==> src/design/gf2gt_pkg.sv <==
// Shared types and codes for the GF(2) grease table builder.
`default_nettype none

package gf2gt_pkg;

    // Request opcodes.
    localparam logic [1:0] OP_START = 2'd0;
    localparam logic [1:0] OP_LOAD  = 2'd1;
    localparam logic [1:0] OP_READ  = 2'd2;

    // Width of one stored word.
    localparam int WORD_W = 64;

    // Sequencer states.
    typedef enum logic {
        SEQ_IDLE,
        SEQ_READ
    } seq_state_t;

    // Per-word control that travels from the sequencer to the XOR combiner.
    typedef struct packed {
        logic issue;
        logic last;
        logic nz;
    } gf2gt_issue_t;

endpackage

`default_nettype wire

==> src/design/gf2gt_seq.sv <==
// Request decode, nonzero flag and word sequencer for table row reads.
`default_nettype none

module gf2gt_seq #(
    parameter int SLICES        = 16,
    parameter int GREASE_LEVEL  = 8,
    parameter int WORDS_PER_ROW = 8,
    parameter int SL_W          = 4,
    parameter int WD_W          = 3,
    parameter int AW            = 7
) (
    input  wire logic                          clk,
    input  wire logic                          rst_n,
    input  wire logic                          in_valid,
    output logic                               in_stall,
    input  wire logic [1:0]                    opcode,
    input  wire logic [3:0]                    slice,
    input  wire logic [7:0]                    row_index,
    input  wire logic [2:0]                    word_index,
    input  wire logic [gf2gt_pkg::WORD_W-1:0]  data_word,
    input  wire logic                          advance,
    output logic      [GREASE_LEVEL-1:0]       wr_en,
    output logic      [AW-1:0]                 wr_addr,
    output logic      [gf2gt_pkg::WORD_W-1:0]  wr_data,
    output logic      [AW-1:0]                 rd_addr,
    output gf2gt_pkg::gf2gt_issue_t            issue,
    output logic      [GREASE_LEVEL-1:0]       mask
);

    gf2gt_pkg::seq_state_t state_reg, state_next;
    logic [WD_W-1:0]         word_cnt_reg, word_cnt_next;
    logic [SL_W-1:0]         slice_idx_reg, slice_idx_next;
    logic [GREASE_LEVEL-1:0] mask_reg, mask_next;
    logic                    nz_item_reg, nz_item_next;
    logic                    nz_reg, nz_next;

    logic accept;
    logic slice_ok;
    logic word_ok;
    logic row_ok;
    logic load_ok;
    logic cnt_last;

    // The input is held off for the whole of a table row read.
    assign in_stall = state_reg != gf2gt_pkg::SEQ_IDLE;

    // Range checks on the request fields.
    assign accept   = in_valid && !in_stall;
    assign slice_ok = 32'(slice) < SLICES;
    assign word_ok  = 32'(word_index) < WORDS_PER_ROW;
    assign row_ok   = 32'(row_index) < GREASE_LEVEL;
    assign load_ok  = accept && (opcode == gf2gt_pkg::OP_LOAD) && slice_ok && word_ok;
    assign cnt_last = word_cnt_reg == WD_W'(WORDS_PER_ROW - 1);

    // Load requests write straight into the bank of their base row.
    assign wr_addr = AW'(SL_W'(slice) * WORDS_PER_ROW + WD_W'(word_index));
    assign wr_data = data_word;

    for (genvar g = 0; g < GREASE_LEVEL; g++)
    begin : g_wr
        assign wr_en[g] = load_ok && (row_index == 8'(g));
    end

    // Read issue toward the banks and the combiner.
    assign rd_addr     = AW'(slice_idx_reg * WORDS_PER_ROW + word_cnt_reg);
    assign issue.issue = state_reg == gf2gt_pkg::SEQ_READ;
    assign issue.last  = cnt_last;
    assign issue.nz    = nz_item_reg;
    assign mask        = mask_reg;

    // Next state and request handling.
    always_comb
    begin
        state_next     = state_reg;
        word_cnt_next  = word_cnt_reg;
        slice_idx_next = slice_idx_reg;
        mask_next      = mask_reg;
        nz_item_next   = nz_item_reg;
        nz_next        = nz_reg;
        case (state_reg)
            gf2gt_pkg::SEQ_IDLE:
            begin
                if (accept)
                begin
                    case (opcode)
                        gf2gt_pkg::OP_START:
                        begin
                            nz_next = 1'b0;
                        end
                        gf2gt_pkg::OP_LOAD:
                        begin
                            if (load_ok && row_ok && (data_word != '0))
                            begin
                                nz_next = 1'b1;
                            end
                        end
                        gf2gt_pkg::OP_READ:
                        begin
                            // An out-of-range slice reads as all-zero words.
                            slice_idx_next = SL_W'(slice);
                            mask_next      = slice_ok ? row_index[GREASE_LEVEL-1:0] : '0;
                            nz_item_next   = nz_reg;
                            word_cnt_next  = '0;
                            state_next     = gf2gt_pkg::SEQ_READ;
                        end
                        default:
                        begin
                        end
                    endcase
                end
            end
            gf2gt_pkg::SEQ_READ:
            begin
                if (advance)
                begin
                    if (cnt_last)
                    begin
                        state_next = gf2gt_pkg::SEQ_IDLE;
                    end
                    else
                    begin
                        word_cnt_next = word_cnt_reg + 1'b1;
                    end
                end
            end
            default:
            begin
                state_next = gf2gt_pkg::SEQ_IDLE;
            end
        endcase
    end

    // State registers.
    always_ff @(posedge clk or negedge rst_n)
    begin
        if (!rst_n)
        begin
            state_reg     <= gf2gt_pkg::SEQ_IDLE;
            word_cnt_reg  <= '0;
            nz_reg        <= 1'b0;
            slice_idx_reg <= '0;
            mask_reg      <= '0;
            nz_item_reg   <= 1'b0;
        end
        else
        begin
            state_reg     <= state_next;
            word_cnt_reg  <= word_cnt_next;
            nz_reg        <= nz_next;
            slice_idx_reg <= slice_idx_next;
            mask_reg      <= mask_next;
            nz_item_reg   <= nz_item_next;
        end
    end

endmodule

`default_nettype wire

==> config.mk <==
export PLATFORM = sky130hd
export DESIGN_NAME = gf2gt_seq
export DESIGN_NICKNAME = d
export VERILOG_FILES = /design/src/design/gf2gt_pkg.sv /design/src/design/gf2gt_seq.sv
export SDC_FILE = /design/constraint.sdc
export NUM_CORES = 1
export LEC_CHECK = 0
export BUFFER_PORTS_ARGS = -buffer_cell sky130_fd_sc_hd__buf_4
export CORE_MARGIN = 5
export CORE_UTILIZATION = 30
export DETAILED_ROUTE_END_ITERATION = 16
export GPL_TIMING_DRIVEN = 0
export PLACE_DENSITY = 0.78
export REMOVE_ABC_BUFFERS = 1
export SLEW_MARGIN = 20
export SYNTH_ARGS = -nofsm -noshare
export SYNTH_HDL_FRONTEND = slang
export SYNTH_SLANG_ARGS = --single-unit
==> constraint.sdc <==
create_clock -name clk -period 1.7 [get_ports clk]
set_clock_uncertainty 0.15 [all_clocks]
set_input_delay 0.34 -clock clk [delete_from_list [all_inputs] [get_ports clk]]
set_output_delay 0.34 -clock clk [all_outputs]
set_load 0.005 [all_outputs]
==> impl_metrics.py <==
metrics = {
    "status": {
        "status": "finished, violations left",
        "violations": "setup timing",
    },
    "timing": {
        "fmax_mhz": 451,
        "min_period_ns": 2.22,
        "setup_viol": 24,
        "setup_slack_ns": -0.519,
        "drv_slew": 0,
        "holdWs_ns": 0.175,
        "final.period_utilization_pct": 131,
        "tightestPinTransition_ns": 0.391,
        "hold_violations": 0,
        "setup_tns_ns": -5.14,
        "slew_headroom_pct": 73.7,
        "grt_setup_unrepaired": "yes",
    },
    "placement": {
        "gp_congestion": 0.878,
        "dpl.hpwl_mm": 5.21,
        "port_buffers": 176,
        "dp.cells": 326,
    },
    "synthesis": {
        "async_flop_share_pct": 100,
        "synth_edf_count": 0,
        "synthTopCellsByArea": "buf_4, dfrtp_1, nor4_1",
        "ys_seq_area_share_pct": 29.9,
        "yosysWarnings": 0,
        "synth_area_leader_cell": "buf_4",
        "ys_ff_latch": 18,
        "syn_inst": 158,
        "netlist_area_mm2": 0.00151,
        "synth.most_common_cell": "buf_4",
        "synth_cell_types": 24,
        "ys_top_cells_by_count": "buf_4, dfrtp_1, nor4_1",
        "synth-main-ff-cell": "dfrtp_1",
        "yosysTopAreaCellShare_pct": 37.3,
        "post_synth.cell_area_avg_um2": 9.54,
    },
    "grt": {
        "grt_pass1_vias": 1597,
        "grt_overflow": 0,
        "use_met3_pct": 5.54,
        "antenna_found_initial": 0,
        "grt_max_degree": 19,
        "grt.total_usage_pct": 16.8,
        "met1_usage_pct": 16.7,
        "use_met2_pct": 32.4,
        "grt-busiest-layer": "met2",
        "grt_pass1_wl_mm": 8.30,
    },
    "pwr": {
        "powerDensity_mw_per_mm2": 898,
        "clkPwrFrac_pct": 14.6,
        "sw_frac_of_total_pct": 28.3,
        "switching_power_mw": 0.664,
        "ir_drop_v": 0.000717,
        "sequentialPowerShare_pct": 31.8,
        "p_total_mw": 2.35,
        "combPwrFrac_pct": 53.6,
        "internal_power_mw": 1.69,
        "leakage_nw": 1.39,
    },
    "cts": {
        "cts.clk_slew.worst_paths_ns": 0.07,
        "h-tree-depth": 1,
        "cts_buffer_depth": 2,
        "cts_tree": "built",
        "clk_latency_ns": 0.25,
        "cts.sink_count": 18,
        "clockRootBuffer": "clkbuf_8",
        "numCtsBuffers": 3,
    },
    "floorplanning": {
        "rows": 25,
        "start_util_pct": 31.5,
        "die_h_um": 80.9,
        "core_region_area_mm2": 0.00479,
        "design.die.area_mm2": 0.00654,
        "pin_count": 183,
        "die_w_um": 80.9,
    },
    "min_path": {
        "holdPathStages": 2,
        "min_to": "slice_idx_reg[1]",
        "min_path_type": "in -> reg",
        "min-delay-start": "slice[1]",
    },
    "worst_setup_path": {
        "end_kind": "output pin",
        "crit_chain": "or3b_4 > nor3_4 > nand3_2 > nor3_2 > buf_4",
        "cp_max_fo": 4,
        "cp-start-kind": "flip-flop",
        "rr_startpoint": "in_stall",
        "regToRegEndpoint": "mask[5]",
        "crit_slowest_cell": "or3b_4",
        "cp.required_ns": 1.21,
        "cp.arrival_ns": 1.73,
        "rrSetupSlack_ns": -0.12,
        "cpPeakStageDelay_ns": 0.42,
        "r2r_cells": 6,
        "crit_type": "reg -> out",
    },
    "layout": {
        "drive_above_1_share_pct": 79.2,
        "final_core_util_pct": 54.7,
        "largest_reg_flops": 8,
        "area_delta_synth_final_pct": 73.5,
        "antennaDiodeCount": 0,
        "layout.cells.non_filler": 341,
        "fin_nets": 362,
    },
    "detailed_routing": {
        "route.detailed.drc": 0,
        "drt-total-wl_mm": 6.24,
        "dr.pass1.iters": 4,
        "drtIter0Drc": 21,
        "detail-route-antenna-nets": 0,
        "wl_per_cell_um": 18.3,
        "routed_via_density": 4.52,
        "via_count": 1541,
    },
    "flow_run": {
        "cap_violations": 0,
    },
}
## cell type report
class                      count  area (um2)
fill                         455        2170
sequential                    18         452
clock buffer                   4        55.1
tap                           67        83.8
timing repair buffer         188        1440
multi-input combinational     64         589
## layer usage
metal / up-vias / part of all wire [%] / wire length [um]
li1: 709 / - / -
met1: 726 / 33 / 2060
met2: 98 / 54 / 3350
met3: 8 / 12 / 737
met4: 0 / 1.5 / 94
met5: - / 0 / 0
## layout by cell type (no fill, tap or decap), drive strengths merged
master,n
a21o,1
a21oi,1
a22o,2
and3,1
and3b,1
buf,187
clkbuf,4
dfrtp,18
dlygate4sd3,1
ha,2
mux2,14
nand2,3
nand2b,2
nand3,1
nand3b,1
nand4,3
nor2,8
nor3,4
nor4,16
nor4bb,1
o22ai,1
or3b,1
or4,1
## through the flow
step	cell area, um2	setup slack [ns]
after floorplan	940	-1.09
after global placement	2340	-1.92
after detailed placement	2370	-0.460
after CTS	2480	-0.533
after global routing	2620	-0.611
final	2620	-0.519
## cell families after synthesis
logic type,share of synthesized area (%)
AOI/OAI and AO/OA,2.41
adders and majority gates,1.66
DFF,29.9
muxes,10.5
buffers and inverters,37.7
and+or+nand+nor,17.9
## how the worst max path moves through the flow
stage | slack [ns] | endpoint | from | depth (start not counted)
after floorplan | -1.09 | word_cnt_reg[0] | in_stall | 3
after detailed placement | -0.46 | wr_en[0] | row_index[5] | 6
after CTS | -0.53 | wr_en[4] | in_stall | 5
final | -0.52 | wr_en[4] | in_stall | 5
after global placement | -1.92 | word_cnt_reg[0] | opcode[0] | 4
after global routing | -0.61 | wr_en[4] | in_stall | 5
## power groups by stage
stage | clock network (mW) | logic [mW] | registers [mW]
2_1_floorplan | 0 | 0.247 | 0.758
3_3_place_gp | 0 | 0.958 | 0.746
3_5_place_dp | 0 | 0.987 | 0.761
4_1_cts | 0.356 | 1.05 | 0.737
5_1_grt | 0.368 | 1.36 | 0.774
6_report | 0.344 | 1.26 | 0.746
## what timing repair did
| action | 4_1_cts | 5_1_grt |
|---|---|---|
| cloned | 0 | 1 |
| endpoints found under the hold margin | 18 | 0 |
| gates resized for setup | 5 | 25 |
| buffers inserted | 3 | 6 |
| hold buffers | 1 | 0 |
| endpoints found under the setup margin | 20 | 22 |
| pin swaps | 6 | 1 |
## worst max-delay path: cells and delay by family, from the launching register on
family	cells	cell delay, ns
AND/OR/NAND/NOR	4	0.94
buffers and inverters	1	0.13
flip-flops	1	0.40
Power figures use the tool's default switching activity.
