File: src/design/gf2gt_pkg.sv
// Shared types and codes for the GF(2) grease table builder.
`default_nettype none

package gf2gt_pkg;

    // Request opcodes.
    localparam logic [1:0] OP_START = 2'd0;
    localparam logic [1:0] OP_LOAD  = 2'd1;
    localparam logic [1:0] OP_READ  = 2'd2;

    // Width of one stored word.
    localparam int WORD_W = 64;

    // Sequencer states.
    typedef enum logic {
        SEQ_IDLE,
        SEQ_READ
    } seq_state_t;

    // Per-word control that travels from the sequencer to the XOR combiner.
    typedef struct packed {
        logic issue;
        logic last;
        logic nz;
    } gf2gt_issue_t;

endpackage

`default_nettype wire

File: src/design/gf2gt_combine.sv
// Shared XOR combiner over the bank read data, with the output register.
`default_nettype none

module gf2gt_combine #(
    parameter int GREASE_LEVEL = 8
) (
    input  wire logic                                          clk,
    input  wire logic                                          rst_n,
    input  wire gf2gt_pkg::gf2gt_issue_t                       issue,
    input  wire logic [GREASE_LEVEL-1:0]                       mask,
    input  wire logic [GREASE_LEVEL-1:0][gf2gt_pkg::WORD_W-1:0] bank_data,
    output logic                                               advance,
    output logic                                               out_valid,
    input  wire logic                                          out_stall,
    output logic      [gf2gt_pkg::WORD_W-1:0]                  table_word,
    output logic                                               last_word,
    output logic                                               brick_nonzero
);

    logic                         rd_valid_reg;
    logic                         rd_last_reg;
    logic                         rd_nz_reg;
    logic [GREASE_LEVEL-1:0]      rd_mask_reg;
    logic                         out_valid_reg;
    logic [gf2gt_pkg::WORD_W-1:0] out_word_reg;
    logic                         out_last_reg;
    logic                         out_nz_reg;
    logic [gf2gt_pkg::WORD_W-1:0] xor_word;

    // The pipeline moves whenever the output register is free or being taken.
    assign advance = !out_valid_reg || !out_stall;

    // XOR of the selected base row words.
    always_comb
    begin
        xor_word = '0;
        for (int g = 0; g < GREASE_LEVEL; g++)
        begin
            if (rd_mask_reg[g])
            begin
                xor_word = xor_word ^ bank_data[g];
            end
        end
    end

    // Valid flags of the read stage and the output stage.
    always_ff @(posedge clk or negedge rst_n)
    begin
        if (!rst_n)
        begin
            rd_valid_reg  <= 1'b0;
            out_valid_reg <= 1'b0;
        end
        else if (advance)
        begin
            rd_valid_reg  <= issue.issue;
            out_valid_reg <= rd_valid_reg;
        end
    end

    // Word control alongside the bank read, then the result itself.
    always_ff @(posedge clk)
    begin
        if (advance && issue.issue)
        begin
            rd_last_reg <= issue.last;
            rd_nz_reg   <= issue.nz;
            rd_mask_reg <= mask;
        end
        if (advance && rd_valid_reg)
        begin
            out_word_reg <= xor_word;
            out_last_reg <= rd_last_reg;
            out_nz_reg   <= rd_nz_reg;
        end
    end

    assign out_valid     = out_valid_reg;
    assign table_word    = out_word_reg;
    assign last_word     = out_last_reg;
    assign brick_nonzero = out_nz_reg;

endmodule

`default_nettype wire

File: config.mk
export PLATFORM = sky130hd
export DESIGN_NAME = gf2gt_combine
export DESIGN_NICKNAME = d
export VERILOG_FILES = /design/src/design/gf2gt_pkg.sv /design/src/design/gf2gt_combine.sv
export SDC_FILE = /design/constraint.sdc
export NUM_CORES = 1
export LEC_CHECK = 0
export ABC_AREA = 1
export BUFFER_PORTS_ARGS = -buffer_cell sky130_fd_sc_hd__buf_2
export CORE_AREA = 2 2 230 232
export DETAILED_ROUTE_END_ITERATION = 16
export DIE_AREA = 0 0 232 234
export GPL_TIMING_DRIVEN = 0
export PLACE_DENSITY = 0.5
export RECOVER_POWER = 100
export SLEW_MARGIN = 30
export SYNTH_ARGS = -nofsm -noshare
export SYNTH_HDL_FRONTEND = slang
export SYNTH_SLANG_ARGS = --single-unit
File: constraint.sdc
create_clock -name clk -period 4.74 [get_ports clk]
set_input_delay 0.237 -clock clk [delete_from_list [all_inputs] [get_ports clk]]
set_output_delay 0.237 -clock clk [all_outputs]
set_load 0.03 [all_outputs]
==> metrics.yaml, run 1 <==
final_layout:
  fill_cells: 5988
  multi_input_area_um2: 8200
  area_growth_pct: 34.6
  layout_common_cells: "1236 x nand2_1, 576 x buf_2, 387 x nand3_1"
  final_common_cell: "nand2_1"
  largest_reg_flops: 64
  seq_area_um2: 2330
  final_util_pct: 31.2
  drive_gt1_share_pct: 20.9
  fin_nets: 3431
power_and_ir_drop:
  power_frac_clock_pct: 23.1
  power_leakage_nw: 10.0
  ir_worst_vdd_mv: 0.177
  power_switching_mw: 1.61
  sw_frac_of_total_pct: 45.3
  comb_power_share_pct: 50.9
  p_seq_share_pct: 26.0
  cellInternalPower_mw: 1.94
  powerDensity_nw_per_um2: 218
drt:
  routed_wl_mm: 62.3
  first_iter_violations: 921
  avgViaCountPerCell: 4.36
  firstDrtPassIters: 6
  wl_per_cell_um: 17.3
  drc: 0
  ant_nets: 0
  vias: 15800
critical_path:
  critPathLaunchType: "register"
  r2r_end: "table_word[24]$_DFFE_PP_"
  reg2reg_slack_ps: 1440
  crit_fanout: 15
  r2r_start: "out_valid$_DFFE_PN0N_"
  worst-endpoint-arrival_ps: 3390
  critPathRequiredTime_ps: 4840
  path_class: "register to register"
  critPathCaptureType: "register"
  r2r_cells: 4
synthesis:
  ys_seq_area_share_pct: 19.3
  syn_area_um2: 12100
  yosys.cell_types.count: 15
  syn_avg_cell_area_um2: 5.27
  ys_ff_latch: 78
  synthCells: 2289
  ys_warn_count: 0
  synth_fp_nets: 2815
clock_tree:
  cts_sinks: 78
  insertion_delay_ps: 390
  clkTransAtPathRegs_ps: 80
  numCtsBuffers: 9
  cts_buffer_depth: 2
  htree_levels: 3
  root_buffer: "clkbuf_16"
  cts_tree: "done"
  cts_resized: 0
placement:
  port_buffers: 593
  place.detailed.hpwl_mm: 50.1
  post-place-ws_ps: 2340
  gp_congestion: 0.871
timing:
  worst_pin_slew_ps: 1170
  setup_viol: 0
  rsz0062_at_grt: "no"
  fin_crit_ps: 3300
  slew_viol_final: 0
  worst_clock_skew_ps: 11.1
  slew_headroom_pct: 21.7
  tns_ps: 0
  period_share_pct: 69.6
  hold_viol_final: 0
  timing.fmax_mhz: 303
  setup_slack_ps: 1440
grt:
  grt_max_degree: 16
  antenna_found_initial: 23
  grt-ovfl-total: 0
  grt_pass1_wl_mm: 88.8
  grt_pass1_vias: 14700
  grt_usage_pct: 22.4
flow_run:
  drv_cap: 0
floorplan:
  die_h_um: 234
  start_util_pct: 23.2
  coreArea_um2: 52000
  pin_count: 594
  die_area_um2: 54300
  rows: 84
  die_w_um: 232
hold_path:
  min_path_type: "primary input to register"
  min_to: "rd_last_reg$_DFFE_PP_"
  holdPathStages: 1
  hp-start: "issue[1]"
status:
  outcome: "complete, no violations"
## power groups by stage
stage / registers, mW / clock network [mW] / logic (mW)
6_report: 0.924 / 0.819 / 1.80
2_1_floorplan: 1.11 / 0 / 0.990
3_3_place_gp: 0.949 / 0 / 1.82
4_1_cts: 0.921 / 0.861 / 1.87
5_1_grt: 0.932 / 0.878 / 2.04
3_5_place_dp: 0.935 / 0 / 1.86
## worst max-delay path by stage
stage	start	end	slack, ps	cells after the start
2_1_floorplan	out_valid$_DFFE_PN0N_	brick_nonzero$_DFFE_PP_	460	1
3_3_place_gp	out_valid$_DFFE_PN0N_	table_word[13]$_DFFE_PP_	-2870	1
3_5_place_dp	rd_mask_reg[7]$_DFFE_PP_	table_word[2]$_DFFE_PP_	2340	6
4_1_cts	rd_mask_reg[7]$_DFFE_PP_	table_word[2]$_DFFE_PP_	2330	6
5_1_grt	out_valid$_DFFE_PN0N_	table_word[41]$_DFFE_PP_	1180	3
6_report	out_valid$_DFFE_PN0N_	table_word[24]$_DFFE_PP_	1440	4
## metal layers
layer	global-route usage [%]	share of wire [%]	vias up
met3	5.03	7.3	103
met4	7.27	2.8	22
met2	38.6	46	550
met5	0	0.23	-
li1	-	-	8253
met1	27.7	44	6822
## critical path, stage by stage, from the launching register on
cell,delay [ps]
dfrtp_1,390
a21oi_1,920
clkbuf_1,530
clkbuf_1,890
buf_16,240
## final cells by class
type / instances / area share, %
diodes: 11 / 0.169
plain buffers: 76 / 2.48
clock buffers: 9 / 1.39
clock inverters: 7 / 0.485
inverters: 300 / 6.93
multi-input cells: 1835 / 50.5
flip-flops and latches: 78 / 14.4
well taps: 688 / 5.30
repair buffers: 605 / 18.4
## per-stage QoR
step | area [um^2] | hold WS [ps] | total power, mW | std cells
6_report | 16200 | 26.7 | 3.55 | 3609
5_1_grt | 16200 | 2.74 | 3.85 | 3607
2_1_floorplan | 12100 | -58.6 | 2.10 | 2289
3_5_place_dp | 16000 | 28.1 | 2.79 | 3575
3_3_place_gp | 15900 | 23.4 | 2.77 | 3570
4_1_cts | 16400 | 0.0223 | 3.65 | 3598
## timing repair
action | in CTS | in global routing
setup buffers | 0 | 0
hold endpoints to repair | 8 | 0
hold buffers | 7 | 0
## cells in the mapped netlist (all sizes together)
library cell,instances,share of area (%)
a21oi,1,0.041
buf,74,3.4
clkbuf,2,0.062
dfrtp,2,0.41
edfxtp,76,19
inv,300,9.3
nand2,1236,38
nand2b,38,2.0
nand3,387,16
nand3b,17,1.1
nor2,22,0.68
o21ai,1,0.041
xnor2,107,7.8
xor2,26,1.9
## cell families after synthesis
family          Yosys count  synth area share, %
simple gates           1700                 58.2
buf+inv                 376                 12.8
xor+xnor                133                 9.65
flops                    78                 19.3
compound gates            2               0.0828
Note: power is estimated with default switching activity, not from simulation.
==> inputs of run 2 (changes only) <==
--- a/config.mk
+++ b/config.mk
@@ -7,11 +7,11 @@
 export LEC_CHECK = 0
 export ABC_AREA = 1
 export BUFFER_PORTS_ARGS = -buffer_cell sky130_fd_sc_hd__buf_2
-export CORE_AREA = 2 2 230 232
+export CORE_AREA = 2 2 233 235
 export DETAILED_ROUTE_END_ITERATION = 16
-export DIE_AREA = 0 0 232 234
+export DIE_AREA = 0 0 235 237
 export GPL_TIMING_DRIVEN = 0
-export PLACE_DENSITY = 0.5
+export PLACE_DENSITY = 0.51
 export RECOVER_POWER = 100
 export SLEW_MARGIN = 30
 export SYNTH_ARGS = -nofsm -noshare
==> constraint.sdc (replaced) <==
create_clock -name clk -period 2.8 [get_ports clk]
set_input_delay 0.14 -clock clk [delete_from_list [all_inputs] [get_ports clk]]
set_output_delay 0.14 -clock clk [all_outputs]
set_load 0.03 [all_outputs]
==> metrics.yaml, run 2 (same netlist as run 1, synthesis figures left out) <==
clock_tree:
  cts_sinks: 78  # unchanged
  root_buffer: "clkbuf_16"
  post-cts-setup-buffers: 0  # unchanged
  clkTransAtPathRegs_ps: 80  # about the same
  cts_tree: "done"
  insertion_delay_ps: 390  # about the same
  htree_levels: 3  # unchanged
  numCtsBuffers: 9  # unchanged
  cts_buffer_depth: 2  # unchanged
timing:
  setup_viol: 0  # unchanged
  rsz0062_at_grt: "no"
  worst_pin_slew_ps: 1520  # +349 ps
  fin_crit_ps: 2470  # -830 ps
  setup_slack_ps: 333  # -1110 ps
  hold_slack_ps: 26.6  # -0.0660 ps
  period_share_pct: 88.1  # +19 points
  hold_viol_final: 0  # unchanged
  tns_ps: 0  # unchanged
  timing.fmax_mhz: 405  # +34%
  slew_viol_final: 9  # +9
  worst_clock_skew_ps: 15.7  # +4.53 ps
  slew_headroom_pct: -1.59  # -23 points
critical_path:
  crit_fanout: 10  # -5
  critPathRequiredTime_ps: 2960  # -1880 ps
  critPathCaptureType: "register"
  path_class: "register to register"
  critPathLaunchType: "register"
  worst-endpoint-arrival_ps: 2630  # -760 ps
placement:
  port_buffers: 593  # unchanged
  gp_congestion: 0.926  # +6.3%
  dp_cells: 3583  # +0.22%
  place.detailed.hpwl_mm: 50.4  # +0.41%
  post-place-ws_ps: 522  # -1820 ps
power_and_ir_drop:
  power_mw: 6.01  # +69%
  power_leakage_nw: 10.1  # +0.60%
  ir_worst_vdd_mv: 0.221  # +25%
  powerDensity_nw_per_um2: 367  # +68%
final_layout:
  stdcell_count: 3626  # +0.47%
  fill_cells: 6210  # +3.7%
  final_common_cell: "nand2_1"
  drive_gt1_share_pct: 21.2  # +0.34 points
  fin_nets: 3436  # +0.15%
  layout_common_cells: "1236 x nand2_1, 578 x buf_2, 387 x nand3_1"
  area_growth_pct: 35.6
  largest_reg_flops: 64  # unchanged
floorplan:
  die_area_um2: 55700  # +2.6%
  start_util_pct: 22.7  # -0.55 points
  die_h_um: 237  # +1.3%
  die_w_um: 235  # +1.3%
  pin_count: 594  # unchanged
  rows: 85  # +1.2%
  coreArea_um2: 53300  # +2.4%
hold_path:
  min_path_type: "primary input to register"
drt:
  vias: 15800  # +0.18%
  routed_wl_mm: 61.6  # -1.2%
  drc: 0  # unchanged
  avgViaCountPerCell: 4.35  # -0.29%
  wl_per_cell_um: 17.0  # -1.7%
  ant_nets: 0  # unchanged
  first_iter_violations: 811  # -12%
  firstDrtPassIters: 6  # unchanged
flow_run:
  drv_cap: 1  # +1
grt:
  grt-ovfl-total: 0  # unchanged
  grt_usage_pct: 21.7  # -0.78 points
  antenna_found_initial: 21  # -8.7%
  grt_pass1_wl_mm: 89.1  # +0.42%
  grt_max_degree: 15  # -1
  grt_pass1_vias: 15000  # +1.9%
status:
  violations: "capacitance limit, slew limit"
  outcome: "finished with violations"
-- run 2: changes by cell type in the layout (fill, tap and decap cells not counted), sizes merged --
cell         before  now
buf             591  597
clkbuf           92   87
clkinv            2    1
clkinvlp          0    2
diode            11   15
dlygate4sd3       7   12
inv             304  302
-- run 2: per-stage QoR --
stage,utilization (%),area [um^2]
3_5_place_dp,30.0,16000
6_report,30.7,16400
4_1_cts,30.8,16400
3_3_place_gp,29.9,15900
5_1_grt,30.7,16400
2_1_floorplan,-,12100
-- run 2: routing by layer --
layer	track usage [%]	share of wire, %	vias to the layer above
met2	38.0	48	524
met3	5.63	7.5	86
met5	0	0.18	-
met4	7.00	2.5	18
li1	-	-	8270
met1	25.6	42	6881
-- run 2: worst max-delay path: stages, from the launching register on --
cell and delay (ps):
edfxtp_1 340, clkbuf_2 280, buf_4 280, clkbuf_2 450, nand2_1 120, xnor2_1 370, nand3_1 160, nand2_1 90
nand2_1 50, nand2_1 50, inv_1 40
-- run 2: power breakdown --
part / switching [mW] / total, mW / internal [mW]
sequential: 0.0468 / 1.56 / 1.52
clock: 0.647 / 1.37 / 0.722
combinational: 1.99 / 3.08 / 1.08
-- run 2: layout make-up --
cell class | count | area, um^2 | area share [%]
timing repair buffer | 610 | 3090 | 18.9
antenna | 15 | 37.5 | 0.229
inverter | 300 | 1130 | 6.88
clock inverter | 6 | 67.6 | 0.413
tap | 696 | 871 | 5.32
sequential | 78 | 2330 | 14.2
buffer | 76 | 412 | 2.51
clock buffer | 10 | 239 | 1.46
multi-input combinational | 1835 | 8200 | 50.1
-- run 2: final timing paths --
kind                                           from                  endpoint  slack [ps]  cells after the start
setup reg to reg           rd_mask_reg[1]$_DFFE_PP_  table_word[16]$_DFFE_PP_         330                     10
hold / removal                            out_stall     out_valid$_DFFE_PN0N_          30                      3
setup / recovery           rd_mask_reg[1]$_DFFE_PP_  table_word[16]$_DFFE_PP_         330                     10
hold reg to reg                 rd_nz_reg$_DFFE_PP_   brick_nonzero$_DFFE_PP_         430                      0
min in group asynchronous                     rst_n  rd_valid_reg$_DFFE_PN0N_          60                      2
max in group asynchronous                     rst_n     out_valid$_DFFE_PN0N_        2620                      2
-- run 2: repair_timing --
action	4_1_cts	5_1_grt
endpoints found under the hold margin	13	0
hold buffers	12	0
resized for setup	0	0
